--- src/tvi_pkg.sv ---
package tvi_pkg;

  localparam int BUDGET_ROWS  = 8;
  localparam int OUTPUT_COUNT = 8;
  localparam int ROW_W        = $clog2(BUDGET_ROWS);
  localparam int COL_W        = $clog2(OUTPUT_COUNT);
  localparam int TBL_AW       = ROW_W + COL_W;
  localparam int DATA_W       = 16;
  localparam int FRAC_W       = 4;
  localparam int FRAC_MAX     = 14;
  localparam int FRAC_RESET   = 10;
  // dividend magnitude is up to 2^15 scaled by 2^FRAC_MAX
  localparam int DVD_W        = DATA_W + FRAC_MAX;
  localparam int CNT_W        = $clog2(DVD_W);

  localparam logic [ROW_W-1:0] ROW_LAST = ROW_W'(BUDGET_ROWS - 1);
  localparam logic [COL_W-1:0] OUT_LAST = COL_W'(OUTPUT_COUNT - 1);

  typedef enum logic [1:0] {
    OP_LOAD_BUDGET = 2'd0,
    OP_LOAD_ENERGY = 2'd1,
    OP_LOAD_THRESH = 2'd2,
    OP_INTERP      = 2'd3
  } opcode_e;

  typedef enum logic [1:0] {
    MODE_ZERO  = 2'd0,
    MODE_ONE   = 2'd1,
    MODE_BLEND = 2'd2
  } mode_e;

  typedef struct packed {
    logic             srch_en;
    logic [ROW_W-1:0] k;
    logic             ld_elo;
    logic             div_start;
    logic             rd_lo;
    logic             mul_lo;
    logic             acc_lo;
    logic             mul_hi;
    logic             acc_hi;
    logic             emit;
    logic [COL_W-1:0] idx;
  } tvi_cmd_t;

  typedef struct packed {
    logic blend;
    logic need_div;
    logic div_done;
    logic out_free;
  } tvi_stat_t;

endpackage

--- src/threshold_vector_interpolator.sv ---
// loads produce no transfer
// interpolate: search the budget rows, load the low-row energy, run the divider when rows bracket,
// then per blended output read, multiply and accumulate low and high rows (shared multiplier,
// one table read port) before emitting, or emit directly otherwise; one item in work at a time
// reset clears control and sets frac_bits to 10; tables are undefined until loaded
module threshold_vector_interpolator (
  input  logic        clk_i,
  input  logic        rst_ni,
  input  logic        s_axis_tvalid,
  output logic        s_axis_tready,
  input  logic [39:0] s_axis_tdata,  // row, column, load_value, target, zero pad
  input  logic [1:0]  s_axis_tuser,  // opcode
  output logic        m_axis_tvalid,
  input  logic        m_axis_tready,
  output logic [23:0] m_axis_tdata,  // out_index, threshold, zero pad
  output logic        m_axis_tlast,
  input  logic        psel,
  input  logic        penable,
  input  logic        pwrite,
  input  logic [2:0]  paddr,
  input  logic [31:0] pwdata,
  output logic [31:0] prdata,
  output logic        pready
);
  import tvi_pkg::*;

  logic              in_xfer;
  logic              start;
  logic              idle;
  logic [FRAC_W-1:0] frac_q;
  logic [FRAC_W-1:0] frac_eff;
  tvi_cmd_t          cmd;
  tvi_stat_t         stat;
  logic [2:0]        oidx;
  logic [15:0]       oval;

  assign pready = 1'b1;
  assign prdata = {{(32-FRAC_W){1'b0}}, frac_q};

  always_ff @(posedge clk_i or negedge rst_ni) begin
    if (!rst_ni) begin
      frac_q <= FRAC_W'(FRAC_RESET);
    end else if (psel && penable && pwrite && pready && !paddr[2]) begin
      frac_q <= pwdata[FRAC_W-1:0];
    end
  end

  assign frac_eff = (frac_q > FRAC_W'(FRAC_MAX)) ? FRAC_W'(FRAC_MAX) : frac_q;

  assign s_axis_tready = idle;
  assign in_xfer       = s_axis_tvalid && s_axis_tready;
  assign start         = in_xfer && (s_axis_tuser == OP_INTERP);

  tvi_ctrl u_ctrl (
    .clk_i   (clk_i),
    .rst_ni  (rst_ni),
    .start_i (start),
    .stat_i  (stat),
    .cmd_o   (cmd),
    .idle_o  (idle)
  );

  tvi_datapath u_dp (
    .clk_i        (clk_i),
    .rst_ni       (rst_ni),
    .load_i       (in_xfer),
    .opcode_i     (s_axis_tuser),
    .row_i        (s_axis_tdata[2:0]),
    .column_i     (s_axis_tdata[5:3]),
    .load_value_i (s_axis_tdata[21:6]),
    .start_i      (start),
    .target_i     (s_axis_tdata[37:22]),
    .frac_i       (frac_eff),
    .cmd_i        (cmd),
    .stat_o       (stat),
    .out_ready_i  (m_axis_tready),
    .out_valid_o  (m_axis_tvalid),
    .out_index_o  (oidx),
    .threshold_o  (oval),
    .last_o       (m_axis_tlast)
  );

  assign m_axis_tdata = {5'd0, oval, oidx};

  a_busy_after_start: assert property (@(posedge clk_i) disable iff (!rst_ni)
    start |=> !s_axis_tready)
    else $error("input taken while an interpolation is in progress");

  a_last_index: assert property (@(posedge clk_i) disable iff (!rst_ni)
    (m_axis_tvalid && m_axis_tlast) |-> (m_axis_tdata[2:0] == 3'(OUT_LAST)))
    else $error("last flag on wrong output index");

  a_last_zero: assert property (@(posedge clk_i) disable iff (!rst_ni)
    (m_axis_tvalid && m_axis_tlast) |-> (m_axis_tdata[18:3] == 16'd0))
    else $error("final threshold not zero");

endmodule

--- src/tvi_div.sv ---
module tvi_div (
  input  logic                      clk_i,
  input  logic                      rst_ni,
  input  logic                      start_i,
  input  logic [tvi_pkg::DVD_W-1:0] dividend_i,
  input  logic [15:0]               divisor_i,
  input  logic                      neg_i,
  output logic                      done_o,
  output logic [15:0]               quot_o
);
  import tvi_pkg::*;

  logic             busy_q, busy_d;
  logic             done_q, done_d;
  logic [CNT_W-1:0] cnt_q, cnt_d;
  logic [15:0]      rem_q, rem_d;
  logic [DVD_W-1:0] quo_q, quo_d;
  logic [15:0]      dvs_q, dvs_d;
  logic             neg_q, neg_d;
  logic [16:0]      rem_sh;
  logic [16:0]      diff;
  logic             ge;

  assign rem_sh = {rem_q, quo_q[DVD_W-1]};
  assign ge     = rem_sh >= {1'b0, dvs_q};
  assign diff   = rem_sh - {1'b0, dvs_q};

  always_comb begin
    busy_d = busy_q;
    done_d = 1'b0;
    cnt_d  = cnt_q;
    rem_d  = rem_q;
    quo_d  = quo_q;
    dvs_d  = dvs_q;
    neg_d  = neg_q;
    if (start_i) begin
      busy_d = 1'b1;
      cnt_d  = '0;
      rem_d  = '0;
      quo_d  = dividend_i;
      dvs_d  = divisor_i;
      neg_d  = neg_i;
    end else if (busy_q) begin
      // one restoring step per cycle
      rem_d = ge ? diff[15:0] : rem_sh[15:0];
      quo_d = {quo_q[DVD_W-2:0], ge};
      cnt_d = cnt_q + 1'b1;
      if (cnt_q == CNT_W'(DVD_W - 1)) begin
        busy_d = 1'b0;
        done_d = 1'b1;
      end
    end
  end

  always_ff @(posedge clk_i or negedge rst_ni) begin
    if (!rst_ni) begin
      busy_q <= 1'b0;
      done_q <= 1'b0;
      cnt_q  <= '0;
    end else begin
      busy_q <= busy_d;
      done_q <= done_d;
      cnt_q  <= cnt_d;
    end
  end

  always_ff @(posedge clk_i) begin
    rem_q <= rem_d;
    quo_q <= quo_d;
    dvs_q <= dvs_d;
    neg_q <= neg_d;
  end

  assign done_o = done_q;
  assign quot_o = neg_q ? 16'(-quo_q[15:0]) : quo_q[15:0];

endmodule

--- src/tvi_datapath.sv ---
module tvi_datapath (
  input  logic                      clk_i,
  input  logic                      rst_ni,
  input  logic                      load_i,
  input  logic [1:0]                opcode_i,
  input  logic [2:0]                row_i,
  input  logic [2:0]                column_i,
  input  logic [15:0]               load_value_i,
  input  logic                      start_i,
  input  logic [15:0]               target_i,
  input  logic [3:0]                frac_i,
  input  tvi_pkg::tvi_cmd_t         cmd_i,
  output tvi_pkg::tvi_stat_t        stat_o,
  input  logic                      out_ready_i,
  output logic                      out_valid_o,
  output logic [2:0]                out_index_o,
  output logic [15:0]               threshold_o,
  output logic                      last_o
);
  import tvi_pkg::*;

  logic signed [15:0] budget_q [BUDGET_ROWS];
  logic signed [15:0] energy_q [BUDGET_ROWS];
  logic signed [15:0] thr_mem  [BUDGET_ROWS*OUTPUT_COUNT];
  logic signed [15:0] thr_rd_q;
  logic [TBL_AW-1:0]  rd_addr;

  logic signed [15:0] target_q;
  logic signed [15:0] prev_q;
  logic signed [15:0] btop_q;
  logic signed [15:0] bk;
  logic               found_q, found_nx;
  logic [ROW_W-1:0]   lo_q, lo_nx, hi_q, hi_nx;
  mode_e              mode_q, mode_nx;
  logic               need_div_q, need_div_nx;

  logic signed [15:0] elo_q;
  logic signed [15:0] num, den;
  logic [15:0]        num_mag, den_mag;
  logic               den_zero_q;
  logic               div_done;
  logic [15:0]        div_quot;

  logic [15:0]        one;
  logic signed [15:0] weight_q;
  logic signed [15:0] wclamp;

  logic signed [15:0] mul_b;
  logic signed [31:0] prod_q;
  logic signed [31:0] prod_sh;
  logic signed [15:0] term;
  logic signed [15:0] acc_q;
  logic signed [15:0] emit_val;

  logic               ovalid_q;
  logic [2:0]         oidx_q;
  logic [15:0]        oval_q;
  logic               olast_q;
  logic               out_free;

  assign one = 16'd1 << frac_i;

  // table writes and the registered table read
  always_ff @(posedge clk_i) begin
    if (load_i) begin
      case (opcode_i)
        OP_LOAD_BUDGET: budget_q[row_i] <= load_value_i;
        OP_LOAD_ENERGY: energy_q[row_i] <= load_value_i;
        OP_LOAD_THRESH: thr_mem[{row_i, column_i}] <= load_value_i;
        default: ;
      endcase
    end
    if (cmd_i.rd_lo || cmd_i.acc_lo) begin
      thr_rd_q <= thr_mem[rd_addr];
    end
  end

  assign rd_addr = cmd_i.acc_lo ? {hi_q, cmd_i.idx} : {lo_q, cmd_i.idx};

  // bracket search, top row down, one budget entry per cycle
  assign bk = budget_q[cmd_i.k];

  always_comb begin
    found_nx    = found_q;
    lo_nx       = lo_q;
    hi_nx       = hi_q;
    mode_nx     = mode_q;
    need_div_nx = need_div_q;
    if (cmd_i.k == ROW_LAST) begin
      found_nx = (target_q == bk);
      lo_nx    = cmd_i.k;
      hi_nx    = cmd_i.k;
    end else if (!found_q) begin
      if (target_q > bk && target_q < prev_q) begin
        found_nx = 1'b1;
        lo_nx    = cmd_i.k;
        hi_nx    = cmd_i.k + 1'b1;
      end else if (target_q == bk) begin
        found_nx = 1'b1;
        lo_nx    = cmd_i.k;
        hi_nx    = cmd_i.k;
      end
    end
    if (cmd_i.k == '0) begin
      need_div_nx = 1'b0;
      if (target_q == bk) begin
        mode_nx = MODE_BLEND;
        lo_nx   = '0;
        hi_nx   = '0;
      end else if (target_q < bk) begin
        mode_nx = MODE_ZERO;
      end else if (target_q > btop_q) begin
        mode_nx = MODE_ONE;
      end else if (!found_nx) begin
        mode_nx = MODE_ZERO;
      end else begin
        mode_nx     = MODE_BLEND;
        need_div_nx = (lo_nx != hi_nx);
      end
    end
  end

  // weight
  assign num     = target_q - elo_q;
  assign den     = energy_q[hi_q] - elo_q;
  assign num_mag = num[15] ? 16'(-num) : num;
  assign den_mag = den[15] ? 16'(-den) : den;

  tvi_div u_div (
    .clk_i      (clk_i),
    .rst_ni     (rst_ni),
    .start_i    (cmd_i.div_start),
    .dividend_i ({{(DVD_W-16){1'b0}}, num_mag} << frac_i),
    .divisor_i  (den_mag),
    .neg_i      (num[15] ^ den[15]),
    .done_o     (div_done),
    .quot_o     (div_quot)
  );

  always_comb begin
    if ($signed(div_quot) < 0) begin
      wclamp = '0;
    end else if ($signed(div_quot) > $signed(one)) begin
      wclamp = one;
    end else begin
      wclamp = div_quot;
    end
  end

  // blend: one shared multiplier
  assign mul_b   = cmd_i.mul_hi ? weight_q : 16'(one - weight_q);
  assign prod_sh = prod_q >>> frac_i;
  assign term    = prod_sh[15:0];

  always_comb begin
    case (mode_q)
      MODE_ONE:   emit_val = one;
      MODE_BLEND: emit_val = acc_q;
      default:    emit_val = '0;
    endcase
    if (cmd_i.idx == OUT_LAST) begin
      emit_val = '0;
    end
  end

  always_ff @(posedge clk_i) begin
    if (start_i) begin
      target_q <= target_i;
    end
    if (cmd_i.srch_en) begin
      found_q    <= found_nx;
      lo_q       <= lo_nx;
      hi_q       <= hi_nx;
      mode_q     <= mode_nx;
      need_div_q <= need_div_nx;
      prev_q     <= bk;
      if (cmd_i.k == ROW_LAST) begin
        btop_q <= bk;
      end
      if (cmd_i.k == '0) begin
        weight_q <= one;
      end
    end
    if (cmd_i.ld_elo) begin
      elo_q <= energy_q[lo_q];
    end
    if (cmd_i.div_start) begin
      den_zero_q <= (den == '0);
    end
    if (div_done && !den_zero_q) begin
      weight_q <= wclamp;
    end
    if (cmd_i.mul_lo || cmd_i.mul_hi) begin
      prod_q <= thr_rd_q * mul_b;
    end
    if (cmd_i.acc_lo) begin
      acc_q <= term;
    end else if (cmd_i.acc_hi) begin
      acc_q <= acc_q + term;
    end
  end

  // output register
  assign out_free = !ovalid_q || out_ready_i;

  always_ff @(posedge clk_i or negedge rst_ni) begin
    if (!rst_ni) begin
      ovalid_q <= 1'b0;
    end else if (cmd_i.emit && out_free) begin
      ovalid_q <= 1'b1;
    end else if (out_ready_i) begin
      ovalid_q <= 1'b0;
    end
  end

  always_ff @(posedge clk_i) begin
    if (cmd_i.emit && out_free) begin
      oidx_q  <= 3'(cmd_i.idx);
      oval_q  <= emit_val;
      olast_q <= (cmd_i.idx == OUT_LAST);
    end
  end

  assign out_valid_o = ovalid_q;
  assign out_index_o = oidx_q;
  assign threshold_o = oval_q;
  assign last_o      = olast_q;

  assign stat_o.blend    = (mode_q == MODE_BLEND);
  assign stat_o.need_div = need_div_q;
  assign stat_o.div_done = div_done;
  assign stat_o.out_free = out_free;

endmodule

--- src/tvi_ctrl.sv ---
module tvi_ctrl (
  input  logic                clk_i,
  input  logic                rst_ni,
  input  logic                start_i,
  input  tvi_pkg::tvi_stat_t  stat_i,
  output tvi_pkg::tvi_cmd_t   cmd_o,
  output logic                idle_o
);
  import tvi_pkg::*;

  typedef enum logic [10:0] {
    ST_IDLE   = 11'b00000000001,
    ST_SEARCH = 11'b00000000010,
    ST_ELO    = 11'b00000000100,
    ST_EHI    = 11'b00000001000,
    ST_DIV    = 11'b00000010000,
    ST_RD_LO  = 11'b00000100000,
    ST_MUL_LO = 11'b00001000000,
    ST_ACC_LO = 11'b00010000000,
    ST_MUL_HI = 11'b00100000000,
    ST_ACC_HI = 11'b01000000000,
    ST_EMIT   = 11'b10000000000
  } state_e;

  state_e           state_q, state_d;
  logic [ROW_W-1:0] k_q, k_d;
  logic [COL_W-1:0] idx_q, idx_d;

  function automatic state_e out_entry(input logic blend, input logic [COL_W-1:0] j);
    out_entry = (blend && j != OUT_LAST) ? ST_RD_LO : ST_EMIT;
  endfunction

  always_comb begin
    state_d = state_q;
    k_d     = k_q;
    idx_d   = idx_q;
    cmd_o   = '0;
    cmd_o.k   = k_q;
    cmd_o.idx = idx_q;
    case (state_q)
      ST_IDLE: begin
        if (start_i) begin
          state_d = ST_SEARCH;
          k_d     = ROW_LAST;
        end
      end
      ST_SEARCH: begin
        cmd_o.srch_en = 1'b1;
        if (k_q == '0) begin
          state_d = ST_ELO;
        end else begin
          k_d = k_q - 1'b1;
        end
      end
      ST_ELO: begin
        cmd_o.ld_elo = 1'b1;
        idx_d        = '0;
        state_d      = stat_i.need_div ? ST_EHI : out_entry(stat_i.blend, '0);
      end
      ST_EHI: begin
        cmd_o.div_start = 1'b1;
        state_d         = ST_DIV;
      end
      ST_DIV: begin
        if (stat_i.div_done) begin
          state_d = out_entry(stat_i.blend, idx_q);
        end
      end
      ST_RD_LO: begin
        cmd_o.rd_lo = 1'b1;
        state_d     = ST_MUL_LO;
      end
      ST_MUL_LO: begin
        cmd_o.mul_lo = 1'b1;
        state_d      = ST_ACC_LO;
      end
      ST_ACC_LO: begin
        cmd_o.acc_lo = 1'b1;
        state_d      = ST_MUL_HI;
      end
      ST_MUL_HI: begin
        cmd_o.mul_hi = 1'b1;
        state_d      = ST_ACC_HI;
      end
      ST_ACC_HI: begin
        cmd_o.acc_hi = 1'b1;
        state_d      = ST_EMIT;
      end
      ST_EMIT: begin
        cmd_o.emit = 1'b1;
        if (stat_i.out_free) begin
          if (idx_q == OUT_LAST) begin
            state_d = ST_IDLE;
          end else begin
            idx_d   = idx_q + 1'b1;
            state_d = out_entry(stat_i.blend, idx_q + 1'b1);
          end
        end
      end
      default: begin
        state_d = ST_IDLE;
      end
    endcase
  end

  always_ff @(posedge clk_i or negedge rst_ni) begin
    if (!rst_ni) begin
      state_q <= ST_IDLE;
      k_q     <= '0;
      idx_q   <= '0;
    end else begin
      state_q <= state_d;
      k_q     <= k_d;
      idx_q   <= idx_d;
    end
  end

  assign idle_o = (state_q == ST_IDLE);

endmodule
--- config.mk ---
export PLATFORM = sky130hd
export DESIGN_NAME = threshold_vector_interpolator
export DESIGN_NICKNAME = d
export VERILOG_FILES = /design/src/tvi_pkg.sv /design/src/threshold_vector_interpolator.sv /design/src/tvi_div.sv /design/src/tvi_datapath.sv /design/src/tvi_ctrl.sv
export SDC_FILE = /design/constraint.sdc
export NUM_CORES = 2
export LEC_CHECK = 0
export ABC_AREA = 1
export ABC_CLOCK_PERIOD_IN_PS = 21400
export BUFFER_PORTS_ARGS = -buffer_cell sky130_fd_sc_hd__buf_4
export CAP_MARGIN = 15
export CORE_MARGIN = 2
export CORE_UTILIZATION = 59
export CTS_BUF_LIST = sky130_fd_sc_hd__clkbuf_4 sky130_fd_sc_hd__clkbuf_8
export DETAILED_ROUTE_END_ITERATION = 16
export HOLD_SLACK_MARGIN = 0.06
export PLACE_DENSITY = 0.76
export SETUP_SLACK_MARGIN = 0.02
export SLEW_MARGIN = 20
export SYNTH_ARGS = -nofsm -noshare
export SYNTH_HDL_FRONTEND = slang
export SYNTH_SLANG_ARGS = --single-unit
--- constraint.sdc ---
create_clock -name clk_i -period 21.4 [get_ports clk_i]
set_input_delay 4.28 -clock clk_i [delete_from_list [all_inputs] [get_ports clk_i]]
set_output_delay 4.28 -clock clk_i [all_outputs]
set_load 0.05 [all_outputs]
==> results_dict.tcl <==
set metrics [dict create \
    finalCoreUtilization 0.6447 \
    post_drt_wl_per_cell_microns 21.37 \
    die_h_microns 372.5 \
    die_area_sq_um 138700 \
    maxCapViolCount 0 \
    postSynthCellCount 7678 \
    finalHoldViolCount 0 \
    place.gp.congestion 0.9671 \
    ys_ff_latch 1549 \
    finalPower_mw 11.11 \
    start_util 0.5928 \
    grt_pass1_wl_microns 315200 \
    die_w_microns 372.5 \
    rsz0062_at_grt "false" \
    core.rowCount 135 \
    ctsHoldBuffers 0 \
    grt_pass1_vias 55890 \
    fin_tns_setup_ns 0 \
    ioPinCount 144 \
    arrival_ns 11.67 \
    critical_path_class "register to register" \
    p_leak_nw 33.77 \
    syn_area_sq_um 80110 \
    numClockSinks 1549 \
    track_usage 0.2976 \
    finClkSkew_ns 0.06363 \
    cts-root-buf "clkbuf_8" \
    drt_wl_total_microns 207900 \
    cp_slowest_cell "dfstp_2" \
    final_cells 9729 \
    via_per_inst 5.986 \
    grt_max_degree 241 \
    dr.pass1.iters 8 \
    htree_levels 4 \
    drc 0 \
    slew_headroom 0.1502 \
    finalSetupViolCount 0 \
    hold_path.class "register to register" \
    synthTopCellsByArea "edfxtp_1, fa_1, o21ai_0, nand2_1, nor2_1" \
    post_cts_buffers 0 \
    dr_total_vias 58240 \
    cts_buffers 235 \
    clk-insertion-delay-late_ns 0.98 \
    path_max_fanout 49 \
    drt-initial-drc-count 6837 \
    ys_warn_count 0 \
    status "complete, no violations" \
    seq_area_frac_synth 0.5765 \
    yosys.area.top_type "edfxtp_1" \
    place_inst 9290 \
    synth-edff-count 1501 \
    coreArea_sq_um 135100 \
    required_ns 22.06 \
    syn_to_final_growth_pct 8.750 \
    final_max_slew_viol_count 0 \
    synth-async-reset-ratio 0.01872 \
    post_cts_resize_count 0 \
    cts_buffer_depth 3 \
    synth_ff_type "edfxtp_1" \
    ant_nets 0 \
    finalNetCount 8325 \
    antenna_found_initial 4 \
    overflow 0 \
    hold_slack_ns 0.4766 \
    setup.worst_path.end_class "register" \
    dp_hpwl_microns 129900 \
    power_density_nw_per_um2 127.5 \
    drive_gt1_frac 0.08434 \
    fin_crit_sh 0.5148 \
    synth_top_cell_area_share 0.5627 \
    worstMarginPinSlew_ns 1.275 \
    ys_types 63 \
    fmax_mhz 90.76 \
    cpPeakStageDelay_ns 0.77 \
    cp-start-kind "register" \
    peakVddDrop_mv 0.3000 \
    avgSynthCellArea_sq_um 10.43 \
    tritoncts "built" \
    cts.reportedPaths.clkPinSlew_ns 0.06 \
    fin_crit_ns 11.02 \
    io_buffers 77 \
]
==> path summary, 6_finish.rpt <==
kind / startpoint / end / slack (ns) / cells after the start
setup / recovery: frac_q[3] / u_dp.prod_q[28] / 10.38 / 43
hold / removal: u_dp.u_div.rem_q[13] / u_dp.u_div.rem_q[13] / 0.48 / 2
setup reg to reg: frac_q[3] / u_dp.prod_q[28] / 10.38 / 43
hold reg to reg: u_dp.u_div.rem_q[13] / u_dp.u_div.rem_q[13] / 0.48 / 2
max in group asynchronous: rst_ni / u_ctrl.idx_q[2] / 17.71 / 1
min in group asynchronous: rst_ni / u_dp.u_div.cnt_q[1] / 3.29 / 1
==> cells in the mapped netlist (5+ instances only) <==
master and instances:
a211oi_1 5, a21boi_0 5, a21o_1 5, a21oi_1 238, a22oi_1 7, a311oi_1 17
a31oi_1 53, buf_1 32, buf_2 41, buf_4 42, clkbuf_1 294, dfrtp_1 26
dfxtp_1 19, edfxtp_1 1501, fa_1 261, ha_1 233, inv_1 834, inv_2 13
mux2i_1 6, nand2_1 1102, nand2_2 6, nand3_1 402, nand3_2 5, nand4_1 33
nor2_1 1013, nor2_2 5, nor3_1 36, nor4_1 7, o211ai_1 40, o21a_1 11
o21ai_0 889, o21ai_1 20, o21ai_2 5, o21bai_1 7, o221ai_1 68, o22ai_1 239
or2_2 9, xnor2_1 36, xor2_1 68
==> cell type report <==
type | instances | area [sq um]
tap | 1781 | 2228
timing repair buffer | 209 | 1598
sequential | 1549 | 46200
inverter | 852 | 3218
clock buffer | 326 | 3980
clock inverter | 108 | 754.5
fill | 10150 | 48010
antenna | 4 | 10.01
multi-input combinational | 4900 | 29130
==> cells by family after synthesis <==
kind of cell | count (synthesis) | synth area share
mux | 7 | 0.0008903
buf+inv | 1263 | 0.06204
xor+xnor | 104 | 0.01137
fa+ha+maj | 494 | 0.1016
flops | 1549 | 0.5765
simple gates | 2636 | 0.1341
other cells | 2 | 0.00009375
compound gates | 1623 | 0.1133
==> through the flow <==
step | cell area (sq um) | setup WS, ns
after floorplan | 80240 | 13.18
after global placement | 82350 | 10.75
after detailed placement | 82350 | 10.57
after CTS | 87090 | 10.49
after global routing | 87110 | 9.625
final | 87120 | 10.38
==> layout by cell type (no fill, tap or decap), types with 20 or more instances in the layout <==
cell	count
o21ai_0	887
o221ai_1	68
fa_1	261
o21ai_1	20
o211ai_1	40
nand2_1	1102
a31oi_1	53
o22ai_1	239
buf_4	206
conb_1	36
dfrtp_1	22
clkbuf_4	81
inv_1	830
nand4_1	33
clkbuf_8	245
clkinv_1	57
xor2_1	68
edfxtp_1	1501
nor3_1	36
nand3_1	402
clkinv_2	33
nor2_1	1007
a21oi_1	237
xnor2_1	36
ha_1	233
==> per-layer routing <==
metal,global-route usage,part of all wire,routed length [microns]
met5,0,0,0
met1,0.4005,0.39,81500
met4,0.1248,0.039,8210
met2,0.4855,0.48,99370
met3,0.04621,0.091,18830
==> critical path, delay by kind of cell (launching register included) <==
| kind | cells | cell delay (ns) |
|---|---|---|
| flops | 1 | 0.77 |
| fa+ha+maj | 8 | 3.63 |
| buf+inv | 8 | 1.00 |
| compound gates | 10 | 1.76 |
| simple gates | 16 | 3.47 |
| xor+xnor | 1 | 0.08 |
==> where the power goes <==
group,switching [mW],internal [mW],total [mW]
clock,1.15,1.29,2.45
sequential,0.0156,3.61,3.62
combinational,3.17,1.86,5.04
total,4.35,6.76,11.1
==> state kept, by name, summed over array words and instances, names as in the netlist, 30 cells and up, named ones only <==
signal and flops:
u_dp.budget_q 128, u_dp.energy_q 128, u_dp.prod_q 31, u_dp.thr_mem 1024
u_dp.u_div.quo_q 30
No activity file was read; power rests on OpenSTA's default activity.
